===== src/design/lrf_pkg.sv =====
// ----------------------------------------------------------------------------
// lrf_pkg
// Shared types and constants of the longest-remaining-first scheduler.
// ----------------------------------------------------------------------------
package lrf_pkg;

    localparam int LRF_MAX_PROCS = 16;
    localparam int LRF_TIME_BITS = 16;
    localparam int PID_W         = 8;

    // request kinds on the input tuser
    localparam logic OP_LOAD = 1'b0;
    localparam logic OP_TICK = 1'b1;

    typedef enum logic [1:0] {
        ST_IDLE,
        ST_SCAN,
        ST_WRITE,
        ST_DONE
    } t_state;

    // control from the sequencer to the selector
    typedef struct packed {
        logic clear;   // start of a new scan
        logic sample;  // read data of r_smp_idx is valid this cycle
    } t_sel_ctl;

endpackage


===== src/design/longest_remaining_first_scheduler_core.sv =====
// ----------------------------------------------------------------------------
// longest_remaining_first_scheduler_core
// Preemptive longest-remaining-time-first scheduler over a slot table.
// ----------------------------------------------------------------------------
//  Channel   Dir  Payload
//  s_axis    in   tuser: operation; tdata: slot, proc_id, arrival, burst
//  m_axis    out  tuser: idle; tdata: run_slot .. now_time (tick only)
//
//  Load request: writes the slot entry, gives no response.
//  Tick request: the scan reads one table entry per cycle through the single
//  read port, then the ST_WRITE step writes back the chosen entry and ST_DONE
//  builds the response. Reset (i_rst_n low, synchronous) clears the busy bits
//  and time at once; no clearing pass. A stalled m_axis holds the response; a
//  load is still accepted behind it, a tick waits in its last step until the
//  slot frees.
// ----------------------------------------------------------------------------
module longest_remaining_first_scheduler_core
    import lrf_pkg::*;
#(
    parameter int MAX_PROCS = LRF_MAX_PROCS,
    parameter int TIME_BITS = LRF_TIME_BITS
) (
    input  logic        i_clk,
    input  logic        i_rst_n,
    input  logic        s_axis_tvalid,
    output logic        s_axis_tready,
    input  logic [47:0] s_axis_tdata,  // slot[3:0], proc_id[11:4], arrival[27:12],
                                       // burst[43:28], zero[47:44]
    input  logic        s_axis_tuser,  // operation
    output logic        m_axis_tvalid,
    input  logic        m_axis_tready,
    output logic [79:0] m_axis_tdata,  // run_slot[3:0], run_id[11:4], finished[12],
                                       // finish_time[28:13], turnaround[44:29],
                                       // waiting[60:45], all_done[61],
                                       // now_time[77:62], zero[79:78]
    output logic        m_axis_tuser   // idle
);

    localparam int TB = TIME_BITS;
    localparam int AW = $clog2(MAX_PROCS);
    localparam int WW = 3 * TB + PID_W;

    // ---------------- input unpack and saturation ----------------
    logic [3:0]       w_slot;
    logic [PID_W-1:0] w_pid_in;
    logic [15:0]      w_arr_in, w_bur_in;
    logic [TB+15:0]   w_arr_ext, w_bur_ext, w_tmax_ext;
    logic [TB-1:0]    w_arr_sat, w_bur_sat;
    logic [AW+3:0]    w_slot_ext;
    logic             w_slot_ok;

    assign w_slot   = s_axis_tdata[3:0];
    assign w_pid_in = s_axis_tdata[11:4];
    assign w_arr_in = s_axis_tdata[27:12];
    assign w_bur_in = s_axis_tdata[43:28];

    assign w_arr_ext  = {{TB{1'b0}}, w_arr_in};
    assign w_bur_ext  = {{TB{1'b0}}, w_bur_in};
    assign w_tmax_ext = {16'b0, {TB{1'b1}}};
    assign w_arr_sat  = (w_arr_ext > w_tmax_ext) ? {TB{1'b1}} : w_arr_ext[TB-1:0];
    assign w_bur_sat  = (w_bur_ext > w_tmax_ext) ? {TB{1'b1}} : w_bur_ext[TB-1:0];

    assign w_slot_ext = {{AW{1'b0}}, w_slot};
    assign w_slot_ok  = w_slot_ext < (AW+4)'(MAX_PROCS);

    // ---------------- state ----------------
    t_state r_state, n_state;
    logic [TB-1:0] r_now, n_now;
    logic [MAX_PROCS-1:0] r_busy, n_busy;   // entry has remaining time
    logic [AW-1:0] r_cnt, n_cnt;            // scan read address
    logic          r_issue, n_issue;
    logic          r_smp_vld, n_smp_vld;
    logic [AW-1:0] r_smp_idx, n_smp_idx;
    logic          r_fin, n_fin;
    logic [TB-1:0] r_tat, n_tat;

    logic          r_m_valid, n_m_valid;
    logic [79:0]   r_m_data, n_m_data;
    logic          r_m_idle, n_m_idle;

    // table ports
    logic          w_we;
    logic [AW-1:0] w_waddr;
    logic [WW-1:0] w_wdata;
    logic [WW-1:0] w_rdata;

    // selector
    t_sel_ctl         w_ctl;
    logic             w_found;
    logic [AW-1:0]    w_best_idx;
    logic [TB-1:0]    w_best_left, w_best_arr, w_best_orig;
    logic [PID_W-1:0] w_best_pid;

    // helpers
    logic [TB-1:0] w_new_left, w_now_inc, w_wait;
    logic [AW+3:0] w_idx_ext;
    logic [TB+15:0] w_ft_ext, w_tat_ext, w_wait_ext, w_now_ext;
    logic          w_in_acc, w_out_free;

    assign w_in_acc   = s_axis_tvalid && s_axis_tready;
    assign w_out_free = !r_m_valid || m_axis_tready;
    assign w_new_left = w_best_left - TB'(1);
    assign w_now_inc  = (r_now == {TB{1'b1}}) ? r_now : r_now + TB'(1);
    assign w_wait     = (r_tat >= w_best_orig) ? r_tat - w_best_orig : '0;

    assign w_idx_ext  = {4'b0, w_best_idx};
    assign w_ft_ext   = {16'b0, r_now};
    assign w_tat_ext  = {16'b0, r_tat};
    assign w_wait_ext = {16'b0, w_wait};
    assign w_now_ext  = {16'b0, r_now};

    // ---------------- sequencer ----------------
    always_comb begin
        n_state   = r_state;
        n_now     = r_now;
        n_busy    = r_busy;
        n_cnt     = r_cnt;
        n_issue   = r_issue;
        n_smp_vld = 1'b0;
        n_smp_idx = r_cnt;
        n_fin     = r_fin;
        n_tat     = r_tat;
        n_m_valid = r_m_valid && !m_axis_tready;
        n_m_data  = r_m_data;
        n_m_idle  = r_m_idle;
        w_we      = 1'b0;
        w_waddr   = w_slot_ext[AW-1:0];
        w_wdata   = {w_pid_in, w_bur_sat, w_arr_sat, w_bur_sat};
        w_ctl     = '0;
        s_axis_tready = (r_state == ST_IDLE);

        unique case (r_state)
            ST_IDLE: begin
                if (w_in_acc) begin
                    if (s_axis_tuser == OP_LOAD) begin
                        if (w_slot_ok) begin
                            w_we = 1'b1;
                            n_busy[w_slot_ext[AW-1:0]] = (w_bur_sat != '0);
                        end
                    end else begin
                        w_ctl.clear = 1'b1;
                        n_cnt       = '0;
                        n_issue     = 1'b1;
                        n_state     = ST_SCAN;
                    end
                end
            end
            ST_SCAN: begin
                // one read issued per cycle, compared in the cycle after
                w_ctl.sample = r_smp_vld;
                n_smp_vld    = r_issue;
                if (r_issue) begin
                    n_cnt = r_cnt + AW'(1);
                    if (r_cnt == AW'(MAX_PROCS - 1)) begin
                        n_issue = 1'b0;
                    end
                end
                if (r_smp_vld && (r_smp_idx == AW'(MAX_PROCS - 1))) begin
                    n_state = ST_WRITE;
                end
            end
            ST_WRITE: begin
                n_now = w_now_inc;
                n_fin = 1'b0;
                if (w_found) begin
                    w_we    = 1'b1;
                    w_waddr = w_best_idx;
                    w_wdata = {w_best_pid, w_best_orig, w_best_arr, w_new_left};
                    n_busy[w_best_idx] = (w_new_left != '0);
                    n_fin   = (w_new_left == '0);
                    // arrival never exceeds the new time, so no underflow
                    n_tat   = w_now_inc - w_best_arr;
                end
                n_state = ST_DONE;
            end
            ST_DONE: begin
                if (w_out_free) begin
                    n_m_valid = 1'b1;
                    n_m_idle  = !w_found;
                    n_m_data  = '0;
                    n_m_data[61]    = ~|r_busy;
                    n_m_data[77:62] = w_now_ext[15:0];
                    if (w_found) begin
                        n_m_data[3:0]  = w_idx_ext[3:0];
                        n_m_data[11:4] = w_best_pid;
                        if (r_fin) begin
                            n_m_data[12]    = 1'b1;
                            n_m_data[28:13] = w_ft_ext[15:0];
                            n_m_data[44:29] = w_tat_ext[15:0];
                            n_m_data[60:45] = w_wait_ext[15:0];
                        end
                    end
                    n_state = ST_IDLE;
                end
            end
            default: begin
                n_state = ST_IDLE;
            end
        endcase
    end

    always_ff @(posedge i_clk) begin
        if (!i_rst_n) begin
            r_state   <= ST_IDLE;
            r_now     <= '0;
            r_busy    <= '0;
            r_issue   <= 1'b0;
            r_smp_vld <= 1'b0;
            r_m_valid <= 1'b0;
        end else begin
            r_state   <= n_state;
            r_now     <= n_now;
            r_busy    <= n_busy;
            r_issue   <= n_issue;
            r_smp_vld <= n_smp_vld;
            r_m_valid <= n_m_valid;
        end
    end

    always_ff @(posedge i_clk) begin
        r_cnt     <= n_cnt;
        r_smp_idx <= n_smp_idx;
        r_fin     <= n_fin;
        r_tat     <= n_tat;
        r_m_data  <= n_m_data;
        r_m_idle  <= n_m_idle;
    end

    assign m_axis_tvalid = r_m_valid;
    assign m_axis_tdata  = r_m_data;
    assign m_axis_tuser  = r_m_idle;

    // ---------------- slot table and selector ----------------
    lrf_mem #(
        .DEPTH (MAX_PROCS),
        .WIDTH (WW)
    ) u_mem (
        .i_clk   (i_clk),
        .i_we    (w_we),
        .i_waddr (w_waddr),
        .i_wdata (w_wdata),
        .i_raddr (r_cnt),
        .o_rdata (w_rdata)
    );

    lrf_sel #(
        .MAX_PROCS (MAX_PROCS),
        .TIME_BITS (TIME_BITS)
    ) u_sel (
        .i_clk    (i_clk),
        .i_rst_n  (i_rst_n),
        .i_ctl    (w_ctl),
        .i_idx    (r_smp_idx),
        .i_busy   (r_busy[r_smp_idx]),
        .i_now    (r_now),
        .i_rdata  (w_rdata),
        .o_found  (w_found),
        .o_idx    (w_best_idx),
        .o_left   (w_best_left),
        .o_arrive (w_best_arr),
        .o_orig   (w_best_orig),
        .o_pid    (w_best_pid)
    );

`ifndef SYNTHESIS
    // the chosen entry must still have work when it is written back
    a_best_busy: assert property (@(posedge i_clk) disable iff (!i_rst_n)
        (r_state == ST_WRITE && w_found) |-> r_busy[w_best_idx])
        else $error("chosen slot has no remaining time");

    // table is written only by a load or by the write-back step
    a_we_state: assert property (@(posedge i_clk) disable iff (!i_rst_n)
        w_we |-> (r_state == ST_IDLE || r_state == ST_WRITE))
        else $error("table write outside load or write-back");

    // a finished report never comes from an idle tick
    a_fin_not_idle: assert property (@(posedge i_clk) disable iff (!i_rst_n)
        (m_axis_tvalid && m_axis_tdata[12]) |-> !m_axis_tuser)
        else $error("finished flagged on an idle tick");
`endif

endmodule


===== src/design/lrf_mem.sv =====
// ----------------------------------------------------------------------------
// lrf_mem
// Slot table: one write port, one read port, registered read data.
// ----------------------------------------------------------------------------
module lrf_mem #(
    parameter int DEPTH = 16,
    parameter int WIDTH = 56
) (
    input  logic                     i_clk,
    input  logic                     i_we,
    input  logic [$clog2(DEPTH)-1:0] i_waddr,
    input  logic [WIDTH-1:0]         i_wdata,
    input  logic [$clog2(DEPTH)-1:0] i_raddr,
    output logic [WIDTH-1:0]         o_rdata
);

    logic [WIDTH-1:0] r_mem [DEPTH];

    always_ff @(posedge i_clk) begin
        if (i_we) begin
            r_mem[i_waddr] <= i_wdata;
        end
    end

    always_ff @(posedge i_clk) begin
        o_rdata <= r_mem[i_raddr];
    end

endmodule


===== src/design/lrf_sel.sv =====
// ----------------------------------------------------------------------------
// lrf_sel
// Running max-select over the slot entries streamed out of the table.
// ----------------------------------------------------------------------------
module lrf_sel
    import lrf_pkg::*;
#(
    parameter int MAX_PROCS = LRF_MAX_PROCS,
    parameter int TIME_BITS = LRF_TIME_BITS
) (
    input  logic                         i_clk,
    input  logic                         i_rst_n,
    input  t_sel_ctl                     i_ctl,
    input  logic [$clog2(MAX_PROCS)-1:0] i_idx,
    input  logic                         i_busy,
    input  logic [TIME_BITS-1:0]         i_now,
    input  logic [3*TIME_BITS+PID_W-1:0] i_rdata,
    output logic                         o_found,
    output logic [$clog2(MAX_PROCS)-1:0] o_idx,
    output logic [TIME_BITS-1:0]         o_left,
    output logic [TIME_BITS-1:0]         o_arrive,
    output logic [TIME_BITS-1:0]         o_orig,
    output logic [PID_W-1:0]             o_pid
);

    localparam int TB = TIME_BITS;
    localparam int AW = $clog2(MAX_PROCS);

    logic [TB-1:0] w_left, w_arrive, w_orig;
    logic [PID_W-1:0] w_pid;
    logic w_take;

    logic r_found;
    logic [AW-1:0] r_idx;
    logic [TB-1:0] r_left, r_arrive, r_orig;
    logic [PID_W-1:0] r_pid;

    assign w_left   = i_rdata[TB-1:0];
    assign w_arrive = i_rdata[2*TB-1:TB];
    assign w_orig   = i_rdata[3*TB-1:2*TB];
    assign w_pid    = i_rdata[3*TB+PID_W-1:3*TB];

    // strict compare keeps the lowest slot on a tie
    assign w_take = i_ctl.sample && i_busy && (w_arrive <= i_now)
                  && (!r_found || (w_left > r_left));

    always_ff @(posedge i_clk) begin
        if (!i_rst_n) begin
            r_found <= 1'b0;
        end else if (i_ctl.clear) begin
            r_found <= 1'b0;
        end else if (w_take) begin
            r_found <= 1'b1;
        end
    end

    always_ff @(posedge i_clk) begin
        if (w_take) begin
            r_idx    <= i_idx;
            r_left   <= w_left;
            r_arrive <= w_arrive;
            r_orig   <= w_orig;
            r_pid    <= w_pid;
        end
    end

    assign o_found  = r_found;
    assign o_idx    = r_idx;
    assign o_left   = r_left;
    assign o_arrive = r_arrive;
    assign o_orig   = r_orig;
    assign o_pid    = r_pid;

endmodule


===== config.mk =====
export PLATFORM = sky130hd
export DESIGN_NAME = longest_remaining_first_scheduler_core
export DESIGN_NICKNAME = d
export VERILOG_FILES = /design/src/design/lrf_pkg.sv /design/src/design/longest_remaining_first_scheduler_core.sv /design/src/design/lrf_mem.sv /design/src/design/lrf_sel.sv
export SDC_FILE = /design/constraint.sdc
export NUM_CORES = 1
export LEC_CHECK = 0
export ABC_AREA = 1
export ABC_CLOCK_PERIOD_IN_PS = 7000
export BUFFER_PORTS_ARGS = -buffer_cell sky130_fd_sc_hd__buf_2
export CAP_MARGIN = 10
export CELL_PAD_IN_SITES_DETAIL_PLACEMENT = 0
export CELL_PAD_IN_SITES_GLOBAL_PLACEMENT = 1
export CORE_MARGIN = 5
export CORE_UTILIZATION = 51
export DETAILED_ROUTE_END_ITERATION = 8
export PLACE_DENSITY = 0.81
export REMOVE_ABC_BUFFERS = 1
export SYNTH_ARGS = -nofsm -noshare
export SYNTH_HDL_FRONTEND = slang
export SYNTH_SLANG_ARGS = --single-unit

===== constraint.sdc =====
create_clock -name i_clk -period 7 [get_ports i_clk]
set_input_delay 0.7 -clock i_clk [delete_from_list [all_inputs] [get_ports i_clk]]
set_output_delay 0.7 -clock i_clk [all_outputs]
set_load 0.005 [all_outputs]

==> metrics.md, run 1 <==
| Metric | Value |
|---|---|
| Pin count of the biggest net entering global routing | `203` |
| Total of max-cap violations | `0` |
| WL per Instance | `22.9 um` |
| Synth area leaders | `edfxtp_1 67%, nor2_1 5.5%, dfxtp_1 4.2%` |
| CP max stage delay | `990 ps` |
| Maximum clock frequency | `251 MHz` |
| Syn Area/Cell | `12.6 um2` |
| Slowest-stage cell, CP | `nor2_4` |
| Final ANT Viol Nets | `0` |
| Uppermost layer routed | `met5` |
| Fill cells | `7252` |
| Seq/Total Area, Yosys | `0.714` |
| Met3 WL | `10.2 mm` |
| Design Area, Final | `0.0534 mm2` |
| Crit. End Element | `register` |
| P&R area growth vs syn | `13.1%` |
| Worst-margin pin slew | `1170 ps` |
| Die Span Y | `314 um` |
| Num ports | `136` |
| Max VDD drop | `0.192 mV` |
| TritonCTS clock tree | `yes` |
| Flops & latches, synth | `1154` |
| Remaining DRCs | `0` |
| Number of nets in the layout | `4003` |
| H-tree levels | `3` |
| Setup slack at placement | `3060 ps` |
| Slew HR | `0.219` |
| Clock Latency Late Sink | `700 ps` |
| Starting Density | `0.514` |
| Met2 routed WL | `55.6 mm` |
| Final wirelength | `120 mm` |
| Port Buffer Count | `129` |
| CTS Root Buffer Type | `clkbuf_16` |
| Synth area leader | `edfxtp_1` |
| Core ar. | `0.0918 mm2` |
| Final Setup Violations | `0` |
| Initial drt markers | `3320` |
| Max Slew Vio Count | `0` |
| Placed cells | `5005` |
| Longest Clk Path Bufs | `3` |
| P_leak | `0.0188 uW` |
| Overflow after GRT | `0` |
| WS Path Type | `register to register` |
| Layout cell share with drive strength beyond 1 | `0.119` |
| CP Data Arrival Time | `4310 ps` |
| Initial antenna violation count | `3` |
| Row cnt | `111` |
| Drt first pass iters | `5` |
| Final worst slack | `3020 ps` |
| Critical path data required time | `7330 ps` |
| Reg clk slew, reported paths | `70 ps` |
| Final worst-path cycle share | `0.569` |
| Worst setup SP type | `register` |
| Cell Pwr Density | `335 mW/mm2` |
| Diodes inserted | `0` |
| Fin Hold WS | `364 ps` |
| Vias in the first global route | `28240` |
| Via/cell ratio | `5.79` |
| Synth Flop Type | `edfxtp_1` |
| Worst Skew | `41.0 ps` |
| Postcts setup bufs | `0` |
| Worst min path class | `primary input to register` |
| Die Area | `0.0987 mm2` |
| Final min period | `3980 ps` |
| Die Span X | `314 um` |
| DP HPWL | `67.3 mm` |
| Num CTS Buffers | `113` |
| Synthesized instance count | `3740` |
| DRT met1 WL | `50.4 mm` |
| Cts hold-fix bufs | `0` |
| RePlAce Congestion | `0.895` |
| First-pass GRT wire length | `176 mm` |
| Number of synthesized flops with an enable pin | `1056` |
| RSZ-0062 raised after global routing | `false` |
| Crit path max fanout | `50` |
| Vias | `30220` |
| Run status | `finished, final reports clean` |
| Number of failing hold endpoints at the final stage | `0` |
| Post-CTS sizing | `0` |
| Yosys top cell area share | `0.672` |
| CTS Sinks | `1154` |
| Synth cell types | `51` |
| Post-DP Area | `0.0495 mm2` |
| Post-Syn Area | `0.0472 mm2` |
| Final Util | `0.581` |
| Total global routing track utilization | `0.236` |
| Asr flop ratio synth | `0` |
| Final cell count without fillers | `5219` |
| Synth Warn # | `0` |
| Worst-path cell chain | `inv_1 > ha_1 > nand2_4 > o21ai_0 > nand3_1 > nor2_4 > buf_4` |
state kept, by name (all words and copies together) (netlist names), 2 cells and up:
register        flops
m_axis_tdata       78
n_smp_idx           4
r_busy             16
r_now              16
r_smp_idx           4
r_state             2
r_tat              16
u_mem.o_rdata      56
u_mem.r_mem       896
u_sel.o_arrive     16
u_sel.o_idx         4
u_sel.o_left       16
u_sel.o_orig       16
u_sel.o_pid         8
path summary, 6_finish.rpt:
path / from / endpoint / slack (ps) / cells after the start
max: r_state[0]$_SDFFE_PN0P_ / u_mem.r_mem[3][50]$_DFFE_PP_ / 3020 / 7
min: m_axis_tready / m_axis_tvalid$_SDFF_PN0_ / 360 / 4
max reg2reg: r_state[0]$_SDFFE_PN0P_ / u_mem.r_mem[3][50]$_DFFE_PP_ / 3020 / 7
min reg2reg: u_mem.o_rdata[47]$_DFF_P_ / u_sel.o_orig[15]$_DFFE_PP_ / 390 / 0
cells in the mapped netlist, types with 87 or more instances:
cell type	instances
a21oi_1	87
mux2i_1	87
dfxtp_1	98
inv_1	203
o221ai_1	87
edfxtp_1	1056
o32ai_1	138
nor2_1	688
nand2_1	363
nand3_1	138
clkbuf_1	145
o21ai_0	330
cell type report:
type	count	area, um2	share of cell area
inverter	210	798	0.0150
tap	1243	1560	0.0291
clock buffer	149	3130	0.0586
timing repair buffer	221	1460	0.0274
multi-input combinational	2177	12000	0.226
sequential	1154	33700	0.631
clock inverter	65	716	0.0134
critical path: cells and delay by family (launching register included):
kind	cells	cell delay [ps]
buffers and inverters	2	630
flip-flops	1	330
AO/OA/AOI/OAI	1	560
adder cells (fa/ha/maj)	1	220
AND/OR/NAND/NOR	3	1840
per-stage QoR:
step | power, uW | setup TNS, ps
finish | 17900 | 0
CTS | 17900 | 0
global route | 18600 | 0
detailed placement | 11800 | 0
global placement | 11700 | 0
floorplan | 10900 | -575130
logic make-up (layout without fill, tap and decap cells):
group | after synthesis | count (layout) | share of synthesized area
adders and majority gates | 73 | 73 | 0.0197
buffers and inverters | 410 | 645 | 0.0343
AOI/OAI and AO/OA | 715 | 715 | 0.0978
muxes | 87 | 87 | 0.0185
xor gates and xnor gates | 34 | 34 | 0.00647
and+or+nand+nor | 1266 | 1266 | 0.109
other | 1 | 2 | 0.0000795
DFF | 1154 | 1154 | 0.714
where the power goes:
part | total (uW) | switching, uW | internal (uW) | leakage, uW
Sequential | 8170 | 203 | 7970 | 0.0103
Combinational | 3480 | 2370 | 1110 | 0.00663
Clock | 6210 | 2570 | 3630 | 0.00188
Total | 17900 | 5150 | 12700 | 0.0188
layout by cell type (no fill, tap or decap), types with 98 or more instances in the layout:
cell type,instances
nand3_1,138
buf_2,129
nor2_1,671
o32ai_1,138
inv_1,199
nand2_1,362
o21ai_0,329
edfxtp_1,1056
dfxtp_1,98
clkbuf_16,115
routing by layer:
layer | track usage | vias to the layer above
li1 | - | 13906
met1 | 0.341 | 14831
met2 | 0.372 | 1269
met3 | 0.0409 | 208
met4 | 0.0694 | 6
met5 | 0 | -
No activity file was read; power rests on OpenSTA's default activity.
==> inputs of run 2 (changes only) <==
--- a/config.mk
+++ b/config.mk
@@ -6,15 +6,15 @@
 export NUM_CORES = 1
 export LEC_CHECK = 0
 export ABC_AREA = 1
-export ABC_CLOCK_PERIOD_IN_PS = 7000
+export ABC_CLOCK_PERIOD_IN_PS = 3400
 export BUFFER_PORTS_ARGS = -buffer_cell sky130_fd_sc_hd__buf_2
 export CAP_MARGIN = 10
 export CELL_PAD_IN_SITES_DETAIL_PLACEMENT = 0
 export CELL_PAD_IN_SITES_GLOBAL_PLACEMENT = 1
 export CORE_MARGIN = 5
-export CORE_UTILIZATION = 51
+export CORE_UTILIZATION = 46
 export DETAILED_ROUTE_END_ITERATION = 8
-export PLACE_DENSITY = 0.81
+export PLACE_DENSITY = 0.77
 export REMOVE_ABC_BUFFERS = 1
 export SYNTH_ARGS = -nofsm -noshare
 export SYNTH_HDL_FRONTEND = slang
==> constraint.sdc (replaced) <==
create_clock -name i_clk -period 3.4 [get_ports i_clk]
set_input_delay 0.34 -clock i_clk [delete_from_list [all_inputs] [get_ports i_clk]]
set_output_delay 0.34 -clock i_clk [all_outputs]
set_load 0.005 [all_outputs]
==> run 2 against run 1 <==
Against the previous run: final area grew 1.8%; global-route usage shrank 1.2 points; routed wire length grew 4.1%; non-clock buffer count grew 66; clock skew shrank 4.3 ps.
==> metrics.md, run 2 (same netlist as run 1, synthesis figures left out) <==
| Metric | Value |
|---|---|
| First-pass GRT wire length | `183 mm` |
| Maximum clock frequency | `309 MHz` |
| Total power | `37000 uW` |
| Via/cell ratio | `5.62` |
| Longest Clk Path Bufs | `3` |
| Diodes inserted | `0` |
| Worst setup SP type | `register` |
| Design Area, Final | `0.0543 mm2` |
| Initial drt markers | `3230` |
| Overflow after GRT | `0` |
| Num ports | `136` |
| WL per Instance | `23.0 um` |
| TritonCTS clock tree | `yes` |
| Die Span X | `330 um` |
| Setup slack at placement | `-43.9 ps` |
| Slew HR | `0.255` |
| Die Span Y | `330 um` |
| Pin count of the biggest net entering global routing | `152` |
| Final worst-path cycle share | `0.952` |
| Total global routing track utilization | `0.224` |
| Clock Latency Late Sink | `710 ps` |
| Buf/Inv on CP | `2` |
| Most frequent cells in the layout | `1056 x edfxtp_1, 670 x nor2_1, 359 x nand2_1` |
| Run status | `finished, final reports clean` |
| CP max stage delay | `710 ps` |
| GRT met1 Usage | `0.317` |
| Top Family by Delay on Critical Path | `simple AND/OR/NAND/NOR gates` |
| Worst Skew | `36.7 ps` |
| Drt first pass iters | `6` |
| CP Data Arrival Time | `3580 ps` |
| Cell Pwr Density | `681 mW/mm2` |
| Final ANT Viol Nets | `0` |
| Number of failing hold endpoints at the final stage | `0` |
| P&R area growth vs syn | `15.2%` |
| Num CTS Buffers | `115` |
| Slowest-stage cell, CP | `nor2_4` |
| Reg clk slew, reported paths | `60 ps` |
| Post-DP Area | `0.0505 mm2` |
| Critical path data required time | `3740 ps` |
| Final wirelength | `124 mm` |
| P_leak | `0.0192 uW` |
| Die Area | `0.109 mm2` |
| CTS Sinks | `1154` |
| Total of max-cap violations | `0` |
| Initial antenna violation count | `5` |
| Worst-margin pin slew | `1110 ps` |
| Met3 usage | `0.0388` |
| Layout cell share with drive strength beyond 1 | `0.134` |
| Core ar. | `0.102 mm2` |
| Row cnt | `117` |
| Largest reg by FF count | `u_mem.r_mem` |
| Crit path max fanout | `39` |
| Vias | `30429` |
| Final min period | `3240 ps` |
| Vias in the first global route | `28766` |
| Final Setup Violations | `0` |
| DP HPWL | `72.6 mm` |
| RePlAce Congestion | `0.886` |
| CTS Root Buffer Type | `clkbuf_16` |
| H-tree levels | `3` |
| Starting Density | `0.463` |
| Final Util | `0.533` |
| Max FFs per register | `896` |
| Max VDD drop | `0.453 mV` |
| Worst min path class | `primary input to register` |
| Most common cell after layout, fill and taps aside | `edfxtp_1` |
| Fill cells | `8482` |
| Final worst slack | `163 ps` |
| Flop2flop setup slack | `160 ps` |
| Busiest grt layer | `met2` |
| Crit. End Element | `register` |
| Port Buffer Count | `129` |
| Setup TNS Final | `0 ps` |
| Max Slew Vio Count | `0` |
| Remaining DRCs | `0` |
| Worst-path cell chain | `inv_1 > ha_1 > nand2_4 > o21ai_0 > nand3_1 > nor2_4 > buf_12` |
| Number of nets in the layout | `4071` |
| Met2 Use GR | `0.364` |
| WS Path Type | `register to register` |
-- run 2: metal layers --
| metal | routed length, um | part of all wire |
|---|---|---|
| met5 | 13 | 0.00010 |
| met4 | 2810 | 0.023 |
| met3 | 9160 | 0.074 |
| met2 | 58800 | 0.47 |
| met1 | 53700 | 0.43 |
-- run 2: final timing paths --
path | startpoint | to | cells past startpoint
setup / recovery | r_state[0]$_SDFFE_PN0P_ | u_mem.r_mem[3][7]$_DFFE_PP_ | 7
hold / removal | m_axis_tready | m_axis_tvalid$_SDFF_PN0_ | 4
setup reg to reg | r_state[0]$_SDFFE_PN0P_ | u_mem.r_mem[3][7]$_DFFE_PP_ | 7
hold reg to reg | u_mem.o_rdata[46]$_DFF_P_ | u_sel.o_orig[14]$_DFFE_PP_ | 0
-- run 2: power breakdown --
part | switching (uW) | total [uW] | internal (uW)
sequential | 423 | 16800 | 16400
clock | 5270 | 12500 | 7190
combinational | 5080 | 7710 | 2630
total | 10800 | 37000 | 26200
-- run 2: worst register-to-register path, stage by stage, from the launching register on --
cell and delay [ps]:
dfxtp_1 330, inv_1 100, ha_1 240, nand2_4 100
o21ai_0 680, nand3_1 310, nor2_4 710, buf_12 390
-- run 2: area by class of cell --
class / count / area, um2 / area share
multi-input cells: 2177 / 12100 / 0.222
inverters: 210 / 797 / 0.0147
clock inverters: 60 / 577 / 0.0106
repair buffers: 287 / 2350 / 0.0432
well taps: 1368 / 1710 / 0.0315
clock buffers: 157 / 3160 / 0.0581
flip-flops and latches: 1154 / 33700 / 0.620
-- run 2: timing repair --
action,in CTS,in global routing
pin swaps,0,3
endpoints found under the hold margin,2,0
hold buffers,1,0
gates cloned,0,0
setup endpoints to repair,2,8
resized for setup,1,12
buffers inserted,1,3
-- run 2: stage by stage --
| stage | std cells | hold slack (ps) |
|---|---|---|
| after global placement | 5191 | 386 |
| after global routing | 5413 | 25.5 |
| after CTS | 5410 | 7.94 |
| after detailed placement | 5191 | 389 |
| final | 5413 | 27.4 |
| after floorplan | 3541 | 370 |
